### src/sv/ss_pkg.sv
// ss_pkg: shared types, constants and the case-fold helper for the substring search block
// no dependencies; imported by every module of the block

package ss_pkg;

  // default sizes, handed to the top level parameters
  localparam int MAX_PATTERN_DEF = 16;
  localparam int MAX_TEXT_DEF    = 65536;

  // fixed field widths
  localparam int PATTERN_BYTES = 16;
  localparam int PATTERN_W     = 8 * PATTERN_BYTES;
  localparam int LEN_W         = 5;
  localparam int POS_W         = 16;
  localparam int CFG_DATA_W    = 64;
  localparam int CFG_INDEX_W   = 2;

  // register map of the configuration port
  typedef enum logic [CFG_INDEX_W-1:0] {
    REG_PATTERN_LOW    = 2'd0,
    REG_PATTERN_HIGH   = 2'd1,
    REG_PATTERN_LENGTH = 2'd2,
    REG_IGNORE_CASE    = 2'd3
  } cfg_reg_t;

  // input beat
  typedef struct packed {
    logic [7:0] text_byte;
    logic       end_of_text;
  } item_t;

  // output beat
  typedef struct packed {
    logic             found;
    logic [POS_W-1:0] match_position;
  } result_t;

  localparam logic [7:0] ASCII_LOWER_A = 8'h61;
  localparam logic [7:0] ASCII_LOWER_Z = 8'h7a;
  localparam logic [7:0] ASCII_CASE_D  = 8'h20;

  // upper-case a..z when folding is on
  function automatic logic [7:0] fold_byte(input logic [7:0] b, input logic fold);
    logic [7:0] r;
    r = b;
    if (fold && (b >= ASCII_LOWER_A) && (b <= ASCII_LOWER_Z)) begin
      r = b - ASCII_CASE_D;
    end
    return r;
  endfunction

endpackage

### src/sv/ss_window.sv
// ss_window: shift register holding the most recent text bytes, newest at index 0
// depends on ss_pkg

module ss_window #(
  parameter int MAX_PATTERN = ss_pkg::MAX_PATTERN_DEF
) (
  input  logic       clk,
  input  logic       shift,
  input  logic [7:0] new_byte,
  output logic [7:0] window_next [MAX_PATTERN]
);
  import ss_pkg::*;

  logic [7:0] recent [MAX_PATTERN];

  // view of the window with the incoming byte already shifted in
  always_comb begin
    window_next[0] = new_byte;
    for (int i = 1; i < MAX_PATTERN; i++) begin
      window_next[i] = recent[i-1];
    end
  end

  // window storage, payload only
  always_ff @(posedge clk) begin
    if (shift) begin
      for (int i = 0; i < MAX_PATTERN; i++) begin
        recent[i] <= window_next[i];
      end
    end
  end

endmodule

### src/sv/ss_match.sv
// ss_match: parallel compare of the window against the pattern, strncmp style
// depends on ss_pkg; purely combinational

module ss_match #(
  parameter int MAX_PATTERN = ss_pkg::MAX_PATTERN_DEF,
  parameter int MAX_TEXT    = ss_pkg::MAX_TEXT_DEF,
  localparam int CAP        = MAX_TEXT + MAX_PATTERN,
  localparam int CW         = $clog2(CAP + 1)
) (
  input  logic [7:0]                  window [MAX_PATTERN],
  input  logic [CW-1:0]               count_next,
  input  logic [ss_pkg::PATTERN_W-1:0] pattern,
  input  logic [ss_pkg::LEN_W-1:0]    pattern_length,
  input  logic                        ignore_case,
  output ss_pkg::result_t             res
);
  import ss_pkg::*;

  localparam int IW = (MAX_PATTERN > 1) ? $clog2(MAX_PATTERN) : 1;
  localparam int PW = (CW > POS_W) ? CW : POS_W;

  logic [LEN_W-1:0] len;
  logic [LEN_W-1:0] tap [MAX_PATTERN];
  logic [MAX_PATTERN-1:0] eq;
  logic [MAX_PATTERN-1:0] pz;
  logic [7:0] tb;
  logic [7:0] pb;
  logic run;
  logic win;
  logic enough;
  logic late;
  logic hit;
  logic [CW-1:0] pos;
  logic [PW-1:0] pos_ext;

  // clamp the length to the window depth
  assign len = (pattern_length > LEN_W'(MAX_PATTERN)) ? LEN_W'(MAX_PATTERN) : pattern_length;

  // per-byte compare; pattern byte j meets the byte len-1-j positions back
  always_comb begin
    tb = '0;
    pb = '0;
    for (int j = 0; j < MAX_PATTERN; j++) begin
      tap[j] = len - LEN_W'(j) - LEN_W'(1);
      tb     = fold_byte(window[tap[j][IW-1:0]], ignore_case);
      pb     = fold_byte(pattern[8*j +: 8], ignore_case);
      eq[j]  = (tb == pb);
      pz[j]  = (pb == 8'h00);
    end
  end

  // prefix match; a matched zero byte past the first ends the compare early
  always_comb begin
    run = 1'b1;
    win = 1'b0;
    for (int j = 0; j < MAX_PATTERN; j++) begin
      if (LEN_W'(j) < len) begin
        run = run & eq[j];
        if (run && ((LEN_W'(j) == len - LEN_W'(1)) || ((j >= 1) && pz[j]))) begin
          win = 1'b1;
        end
      end
    end
  end

  // start offset and range checks
  assign enough  = (count_next >= CW'(len));
  assign pos     = count_next - CW'(len);
  assign late    = (pos >= CW'(MAX_TEXT));
  assign hit     = (len == '0) || (enough && !late && win);
  assign pos_ext = PW'(pos);

  always_comb begin
    res.found          = hit;
    res.match_position = '0;
    if (hit && (len != '0)) begin
      res.match_position = pos_ext[POS_W-1:0];
    end
  end

endmodule

### src/sv/ss_result_q.sv
// ss_result_q: two-entry result queue between the compare stage and the output port
// depends on ss_pkg

module ss_result_q (
  input  logic            clk,
  input  logic            rst,
  input  logic            push,
  input  ss_pkg::result_t push_data,
  output logic            full,
  output logic            result_valid,
  input  logic            result_ready,
  output ss_pkg::result_t result
);
  import ss_pkg::*;

  logic [1:0] count;
  logic [1:0] count_next;
  result_t    slot0;
  result_t    slot1;
  logic       pop;

  assign pop          = result_valid && result_ready;
  assign result_valid = (count != 2'd0);
  assign full         = (count == 2'd2);
  assign result       = slot0;

  // occupancy
  always_comb begin
    count_next = count;
    if (push && !pop) begin
      count_next = count + 2'd1;
    end else if (pop && !push) begin
      count_next = count - 2'd1;
    end
  end

  always_ff @(posedge clk) begin
    if (rst) begin
      count <= 2'd0;
    end else begin
      count <= count_next;
    end
  end

  // entry storage; head moves up on pop
  always_ff @(posedge clk) begin
    if (pop) begin
      slot0 <= slot1;
    end
    if (push) begin
      if ((count == 2'd0) || ((count == 2'd1) && pop)) begin
        slot0 <= push_data;
      end else begin
        slot1 <= push_data;
      end
    end
  end

endmodule

### src/sv/substring_search_top.sv
// substring_search_top: streaming bounded substring search, one text byte per beat
// depends on ss_pkg, ss_window, ss_match, ss_result_q
// a result beat enters the result queue in the cycle after the input beat that causes it
// throughput: one input beat per cycle while the result queue is not full; the window compare is a single parallel pass
// input stalls only while both entries of the result queue hold undelivered beats
// reset clears the configuration registers, byte counter, report flag and result queue

module substring_search_top #(
  parameter int MAX_PATTERN = ss_pkg::MAX_PATTERN_DEF,
  parameter int MAX_TEXT    = ss_pkg::MAX_TEXT_DEF
) (
  input  logic                           clk,
  input  logic                           rst,
  input  logic                           item_valid,
  output logic                           item_ready,
  input  ss_pkg::item_t                  item,
  output logic                           result_valid,
  input  logic                           result_ready,
  output ss_pkg::result_t                result,
  input  logic                           cfg_we,
  input  logic [ss_pkg::CFG_INDEX_W-1:0] cfg_index,
  input  logic [ss_pkg::CFG_DATA_W-1:0]  cfg_data
);
  import ss_pkg::*;

  localparam int CAP = MAX_TEXT + MAX_PATTERN;
  localparam int CW  = $clog2(CAP + 1);

  logic [CFG_DATA_W-1:0] pattern_low;
  logic [CFG_DATA_W-1:0] pattern_high;
  logic [LEN_W-1:0]      pattern_length;
  logic                  ignore_case;

  logic          accept;
  logic          full;
  logic [CW-1:0] count;
  logic [CW-1:0] count_next;
  logic          reported;
  logic          push;
  result_t       hit_res;
  result_t       push_data;
  logic [7:0]    window_next [MAX_PATTERN];

  // configuration registers
  always_ff @(posedge clk) begin
    if (rst) begin
      pattern_low    <= '0;
      pattern_high   <= '0;
      pattern_length <= '0;
      ignore_case    <= 1'b0;
    end else if (cfg_we) begin
      unique case (cfg_reg_t'(cfg_index))
        REG_PATTERN_LOW:    pattern_low    <= cfg_data;
        REG_PATTERN_HIGH:   pattern_high   <= cfg_data;
        REG_PATTERN_LENGTH: pattern_length <= cfg_data[LEN_W-1:0];
        REG_IGNORE_CASE:    ignore_case    <= cfg_data[0];
        default: ;
      endcase
    end
  end

  assign accept     = item_valid && item_ready;
  assign item_ready = !full;

  // saturating byte count including the incoming byte
  assign count_next = (count < CW'(CAP)) ? count + CW'(1) : count;

  ss_window #(
    .MAX_PATTERN(MAX_PATTERN)
  ) u_window (
    .clk        (clk),
    .shift      (accept),
    .new_byte   (item.text_byte),
    .window_next(window_next)
  );

  ss_match #(
    .MAX_PATTERN(MAX_PATTERN),
    .MAX_TEXT   (MAX_TEXT)
  ) u_match (
    .window        (window_next),
    .count_next    (count_next),
    .pattern       ({pattern_high, pattern_low}),
    .pattern_length(pattern_length),
    .ignore_case   (ignore_case),
    .res           (hit_res)
  );

  // one result per text: first hit, or not-found on the last byte
  assign push = accept && !reported && (hit_res.found || item.end_of_text);

  always_comb begin
    push_data = '0;
    if (hit_res.found) begin
      push_data = hit_res;
    end
  end

  // per-text tracking, cleared after the last byte
  always_ff @(posedge clk) begin
    if (rst) begin
      count    <= '0;
      reported <= 1'b0;
    end else if (accept) begin
      if (item.end_of_text) begin
        count    <= '0;
        reported <= 1'b0;
      end else begin
        count    <= count_next;
        reported <= reported || hit_res.found;
      end
    end
  end

  ss_result_q u_result_q (
    .clk         (clk),
    .rst         (rst),
    .push        (push),
    .push_data   (push_data),
    .full        (full),
    .result_valid(result_valid),
    .result_ready(result_ready),
    .result      (result)
  );

endmodule

### config.mk
export PLATFORM = sky130hd
export DESIGN_NAME = substring_search_top
export DESIGN_NICKNAME = d
export VERILOG_FILES = /design/src/sv/ss_pkg.sv /design/src/sv/ss_window.sv /design/src/sv/ss_match.sv /design/src/sv/ss_result_q.sv /design/src/sv/substring_search_top.sv
export SDC_FILE = /design/constraint.sdc
export NUM_CORES = 1
export LEC_CHECK = 0
export BUFFER_PORTS_ARGS = -buffer_cell sky130_fd_sc_hd__buf_2
export CAP_MARGIN = 5
export CORE_MARGIN = 8
export CORE_UTILIZATION = 40
export CTS_CLUSTER_DIAMETER = 80
export DETAILED_ROUTE_END_ITERATION = 8
export PLACE_DENSITY_LB_ADDON = 0.2
export SLEW_MARGIN = 20
export SYNTH_ARGS = -nofsm -noshare
export SYNTH_HDL_FRONTEND = slang
export SYNTH_SLANG_ARGS = --single-unit
### constraint.sdc
create_clock -name clk -period 6.5 [get_ports clk]
set_input_delay 1.3 -clock clk [delete_from_list [all_inputs] [get_ports clk]]
set_output_delay 1.3 -clock clk [all_outputs]
set_load 0.005 [all_outputs]
==> impl_metrics.toml, run 1 <==
[yosys]
synth-edff-count = 137
syn_avg_cell_area_sq_um = 8.63
synth_area_leaders = "edfxtp_1, dfxtp_1, mux2i_1, mux4_2, nand2_1"
ys_warn_count = 0
ys.flop_type = "dfxtp_1"
synth_cell_types = 118
synth_area_sq_um = 29500
syn_nets = 3554
ys_async_sr_fraction_pct = 0
yosys.area.top_type = "edfxtp_1"
yosysSeqAreaShare_pct = 25.5
netlist_top_cells_count = "nand2_1, mux2i_1, a21oi_1"
yosysMostFrequentCell = "nand2_1"
synth_top_area_share_pct = 13.9
syn-instance-count = 3422
ys_seq_elements = 308

[setup_path]
path_max_fanout = 20
endpoint_kind = "flop"
path_cells = "nor2b_2 -> inv_8 -> ha_1 -> a21o_2 -> mux2i_4 -> mux4_2 -> mux2_4 -> or4_4 -> o31a_1 -> o2111ai_1 -> o31ai_1 -> o32a_1 -> a221oi_2 -> nor2b_1 -> a22o_2 -> or2_2 -> o21a_1 -> ha_1 -> xor2_1 -> nor2_1 -> a21oi_1 -> nor2_1"
path_class = "reg -> reg"
cp_slowest_cell = "mux4_2"
worstReg2RegEnd = "u_result_q.count[1]"
cpPeakStageDelay_ns = 0.58
reg2reg_slack_ns = 0.07
rr_startpoint = "pattern_length[4]"
cp-start-kind = "flop"
rr_worst_depth = 22
cp.required_ns = 6.95
crit_arrival_ns = 6.87

[die]
start_util_pct = 40.4
dieWidth_microns = 288
core-area_sq_um = 73100
io-pin-count = 99
die_h_microns = 288
num_rows = 99
die_area_sq_um = 82800

[cells_and_area]
post-route-util_pct = 44.9
area_growth_pct = 11.0
fin_area_sq_um = 32800
fillers = 7308
regArea_sq_um = 7550
antenna_cells = 0
multi_input_area_sq_um = 20400
nets = 3593
finalNonFillerCells = 4447
drive_above_1_share_pct = 18.7

[worst_hold_path]
holdPathStages = 2
hold_start = "pattern_low[6]"
hold_class = "reg -> reg"
hold-path-endpoint = "pattern_low[6]"

[sta]
slew_headroom_pct = 30.7
fin_crit_sh_pct = 98.9
hold_ws_ns = 0.461
hold_viol = 0
clock_skew_ns = 0.0187
drv_slew = 0
setup_violations = 0
rsz0062_at_grt = "no"
worst_slew_pin_slew_ns = 1.03
finalSetupTns_ns = 0
min_period_ns = 6.43
fmax_mhz = 156

[clock_tree]
clockBufferDepth = 3
cts_root_buffer = "clkbuf_16"
holdBufCountCts = 0
worstSkewPairLatency_ns = 0.58
cts_htree_levels = 2
cts_made_buffers = 39
cts.sinks = 308
clkSlewWorstSetupHoldPaths_ns = 0.06
cts_tree = "done"

[detailed_routing]
first_pass_iters = 8
wl_met3_microns = 14100
drtAntennaViolNets = 0
drc = 0
route.met2.wl_microns = 56400
vias = 29183
routed_wl_microns = 129000
drt-met1-wl_microns = 50300
topRoutingLayerUsed = "met5"
drt-wirelength-per-cell_microns = 29.0
via_per_inst = 6.56
drtIter0Drc = 3459

[place]
place_area_sq_um = 31500
dp_cells = 4375
port_buffers = 98
dp_hpwl_microns = 96400
gp_congestion = 1.07

[power]
powerDensity_nw_per_um2 = 265
irDropWorstVdd_uv = 204
p_leak_nw = 12.6

[flow_run]
max-cap-violations = 0

[status]
status = "finished, final reports clean"

[global_route]
grt_pass1_vias = 27527
grt.overflow.total = 0
grt_usage_pct = 30.0
grt_pass1_wl_microns = 188000
antenna_found_initial = 2
grt_max_degree = 182
worst max-delay path, delay by kind of cell (launching register included):
family	cells	cell delay (ns)
multiplexers	3	1.33
AO/OA/AOI/OAI	9	2.30
XOR/XNOR	1	0.15
buffers and inverters	1	0.15
adder cells (fa/ha/maj)	2	0.44
flip-flops	1	0.43
AND/OR/NAND/NOR	6	1.46
per-stage QoR:
stage	power, mW	worst slack (ns)
floorplan	5.01	0.00663
global placement	6.44	-0.0287
detailed placement	6.43	-0.0109
CTS	8.61	0.224
global route	9.03	0.00775
finish	8.70	0.0733
registers in the layout (all words and copies together) (netlist names):
name / flops
reported: 1
pattern_length: 5
count: 17
u_result_q.result: 17
ignore_case: 1
u_result_q.slot1: 17
pattern_low: 64
u_window.recent: 120
u_result_q.count: 2
pattern_high: 64
worst max-delay path by stage:
stage | from | end | cells after the start
finish | pattern_length[4] | u_result_q.count[1] | 22
global route | pattern_length[4] | u_result_q.count[1] | 23
CTS | pattern_length[4] | u_result_q.count[1] | 21
detailed placement | pattern_length[4] | u_result_q.result[15] | 19
global placement | pattern_length[4] | u_result_q.result[14] | 17
floorplan | pattern_length[4] | u_result_q.count[1] | 35
where the power goes:
group / switching, mW / internal, mW / leakage, nW
combinational: 2.08 / 1.53 / 9.30
sequential: 0.597 / 2.36 / 2.72
clock: 0.926 / 1.21 / 0.604
area by class of cell:
class / count / share of cell area (%)
Multi-Input combinational cell: 2734 / 62.2
Tap cell: 959 / 3.66
Clock inverter: 20 / 0.626
Sequential cell: 308 / 23.0
Clock buffer: 48 / 3.11
Inverter: 88 / 1.05
Timing Repair Buffer: 290 / 6.35
metal layers:
metal | vias up | track usage, %
li1 | 13014 | -
met1 | 14145 | 37.8
met2 | 1621 | 46.7
met3 | 401 | 8.11
met4 | 2 | 16.2
met5 | - | 0
timing repair:
action | in CTS | in global routing
endpoints found under the setup margin | 6 | 9
pin swaps | 1 | 0
cloned | 0 | 0
setup buffers | 1 | 3
gates resized for setup | 0 | 4
cell families (layout without fill, tap and decap cells):
kind of cell    count (synthesis)  in the layout  synth area share [%]
xor+xnor                      162            162                  5.03
buf+inv                       380            446                  5.73
compound gates                828            828                  19.5
fa+ha+maj                      52             52                  2.23
flops                         308            308                  25.5
simple gates                 1167           1167                  19.6
mux                           525            525                  22.4
cell usage in the layout (no fill, tap or decap), drive strengths merged, types with 65 or more instances in the layout:
| master | instances |
|---|---|
| nand2 | 462 |
| o21ai | 83 |
| nand3 | 65 |
| nor2 | 189 |
| edfxtp | 137 |
| inv | 94 |
| buf | 290 |
| a211oi | 75 |
| xnor2 | 93 |
| mux2 | 137 |
| nor3 | 97 |
| xor2 | 66 |
| a21oi | 245 |
| mux4 | 89 |
| mux2i | 299 |
| dfxtp | 171 |
No activity file was read; power rests on OpenSTA's default activity.
==> run 2, diff against run 1 <==
ABC_AREA = 1   (was default)
==> run 2 against run 1 <==
Net effect:
- global-route usage is 3.0 points lower
- via count is 9.9% lower
- fmax is 12% higher
- critical endpoint is now u_result_q.result[15]
- worst hold slack worse by 0.017 ns
- clock power is 7% higher
- combinational power is 7.8% lower
- critical path depth is 9 higher
==> impl_metrics.toml, run 2 <==
[clock_tree]
cts_tree = "done"
cts_resized = 0
cts_htree_levels = 2
cts.sinks = 308
post_cts_buffers = 0
worstSkewPairLatency_ns = 0.58
holdBufCountCts = 0
cts_made_buffers = 41
clockBufferDepth = 3
clkSlewWorstSetupHoldPaths_ns = 0.06
cts_root_buffer = "clkbuf_16"

[setup_path]
crit_arrival_ns = 6.23
path_class = "reg -> reg"
cp_slowest_cell = "dfxtp_1"
path_max_fanout = 11
endpoint_kind = "flop"
critPathBufInv = 3
cpPeakStageDelay_ns = 0.66
cp-start-kind = "flop"
cp_common_cell = "nand2_1"
cp.required_ns = 7.01
critical_path.top_delay_family = "simple AND/OR/NAND/NOR gates"

[cells_and_area]
nets = 4019
area_growth_pct = 9.17
top_regs = "u_window.recent: 120 flops, pattern_high: 64 flops, pattern_low: 64 flops"
largest_reg_flops = 120
top_register = "u_window.recent"
antenna_cells = 0
final_common_cell = "nand2_1"
final_cell_mix = "nand2_1, nand3_1, inv_1, nor2_1, o21ai_0"
drive_above_1_share_pct = 7.84
post-route-util_pct = 43.9

[sta]
hold_viol = 0
setup_violations = 0
clock_skew_ns = 0.0276
rsz0062_at_grt = "no"
slew_headroom_pct = 30.5
fmax_mhz = 175
fin_crit_sh_pct = 88.0
finalSetupTns_ns = 0
min_period_ns = 5.72
worst_slew_pin_slew_ns = 1.04
drv_slew = 0
hold_ws_ns = 0.444

[detailed_routing]
drt-wirelength-per-cell_microns = 20.8
route.met2.wl_microns = 42300
drtIter0Drc = 2774
wl_met3_microns = 8100
topRoutingLayerUsed = "met5"
via_per_inst = 5.58
drtAntennaViolNets = 0
routed_wl_microns = 97800
vias = 26282
drt-met1-wl_microns = 40600
first_pass_iters = 7
drc = 0

[yosys]
synth-edff-count = 137
ys_async_sr_fraction_pct = 0
yosysMostFrequentCell = "nand2_1"
syn_avg_cell_area_sq_um = 6.35
yosysSeqAreaShare_pct = 30.6
ys_seq_elements = 308
ys.flop_type = "dfxtp_1"
synth_cell_types = 58
synth_area_leaders = "nand2_1, edfxtp_1, nand3_1, dfxtp_1, inv_1"
syn_nets = 4017
synth_top_area_share_pct = 17.6
ys_warn_count = 0
synth_area_sq_um = 24700
netlist_top_cells_count = "nand2_1, nand3_1, inv_1"
syn-instance-count = 3885
yosys.area.top_type = "nand2_1"

[place]
port_buffers = 98
gp_congestion = 1.00
dp_hpwl_microns = 75000

[die]
io-pin-count = 99
dieWidth_microns = 264
die_h_microns = 264
die_area_sq_um = 69800
num_rows = 91
start_util_pct = 40.2
core-area_sq_um = 61400

[global_route]
grt_usage_pct = 27.1
grt_pass1_wl_microns = 147000
grt.overflow.total = 0
antenna_found_initial = 1
grt_max_degree = 118
grt_pass1_vias = 24050

[power]
swShare_pct = 42.9
seqPwrFrac_pct = 31.9
p_sw_mw = 3.53
comb_power_share_pct = 40.5
powerDensity_nw_per_um2 = 306
p_clk_share_pct = 27.7
p_int_mw = 4.70
irDropWorstVdd_uv = 235
p_leak_nw = 12.6

[status]
status = "finished, final reports clean"

[flow_run]
max-cap-violations = 0

[worst_hold_path]
hold_class = "reg -> reg"
## run 2: changes by cell type in the layout (fill, tap and decap cells not counted), sizes merged, moves of 68 or more
| cell | delta |
|---|---|
| a211oi | -72 |
| a21oi | -87 |
| buf | -154 |
| inv | +286 |
| mux2 | -120 |
| mux2i | -299 |
| mux4 | -89 |
| nand2 | +712 |
| nand3 | +694 |
| nor2 | +105 |
| o21ai | +170 |
| xnor2 | -68 |
## run 2: worst reg2reg max path: cells and delay by family, from the launching register on
kind	cells	cell delay, ns
AOI/OAI and AO/OA	1	0.26
xor gates and xnor gates	1	0.31
adders and majority gates	1	0.27
buffers and inverters	3	0.65
DFF	1	0.66
and+or+nand+nor	25	3.52
## run 2: kinds of logic (layout without fill, tap and decap cells)
group	after synthesis	count (layout)	synth area share, %
buffers and inverters	558	590	9.51
multiplexers	17	17	0.777
AO/OA/AOI/OAI	459	459	9.90
AND/OR/NAND/NOR	2396	2396	43.0
XOR/XNOR	95	95	3.60
flip-flops	308	308	30.6
adder cells (fa/ha/maj)	52	52	2.67
## run 2: routing by layer
metal | GRT usage, % | up-vias
li1 | - | 12871
met1 | 34.4 | 12048
met2 | 42.5 | 1130
met3 | 4.97 | 231
met4 | 16.2 | 2
met5 | 0 | -
## run 2: worst paths after layout
kind	startpoint	endpoint	slack [ns]	cells after the start
hold / removal	u_window.recent[0][8]	u_window.recent[0][16]	0.44	0
setup reg to reg	pattern_length[4]	u_result_q.result[15]	0.78	31
hold reg to reg	u_window.recent[0][8]	u_window.recent[0][16]	0.44	0
setup / recovery	pattern_length[4]	u_result_q.result[15]	0.78	31
## run 2: power groups by stage
stage / sequential, mW / clock (mW) / combinational, mW
after global placement: 2.64 / 0 / 3.26
after global routing: 2.64 / 2.38 / 3.67
after detailed placement: 2.65 / 0 / 3.27
after CTS: 2.61 / 2.32 / 3.28
after floorplan: 2.56 / 0 / 2.25
final: 2.62 / 2.28 / 3.33
## run 2: layout make-up
| cell class | count | area, sq um |
|---|---|---|
| Sequential cell | 308 | 7540 |
| Fill cell | 6453 | 34500 |
| Tap cell | 790 | 988 |
| Clock buffer | 55 | 1090 |
| Timing Repair Buffer | 136 | 838 |
| Multi-Input combinational cell | 3019 | 14800 |
| Clock inverter | 18 | 214 |
| Inverter | 381 | 1440 |
## run 2: through the flow
stage | area [sq um] | total power, mW | cells | worst slack (ns)
CTS | 26900 | 8.20 | 4707 | 0.852
finish | 26900 | 8.23 | 4707 | 0.780
detailed placement | 25600 | 5.91 | 4634 | 0.887
global placement | 25600 | 5.90 | 4634 | 0.852
global route | 26900 | 8.69 | 4707 | 0.269
floorplan | 24700 | 4.81 | 3885 | 1.24
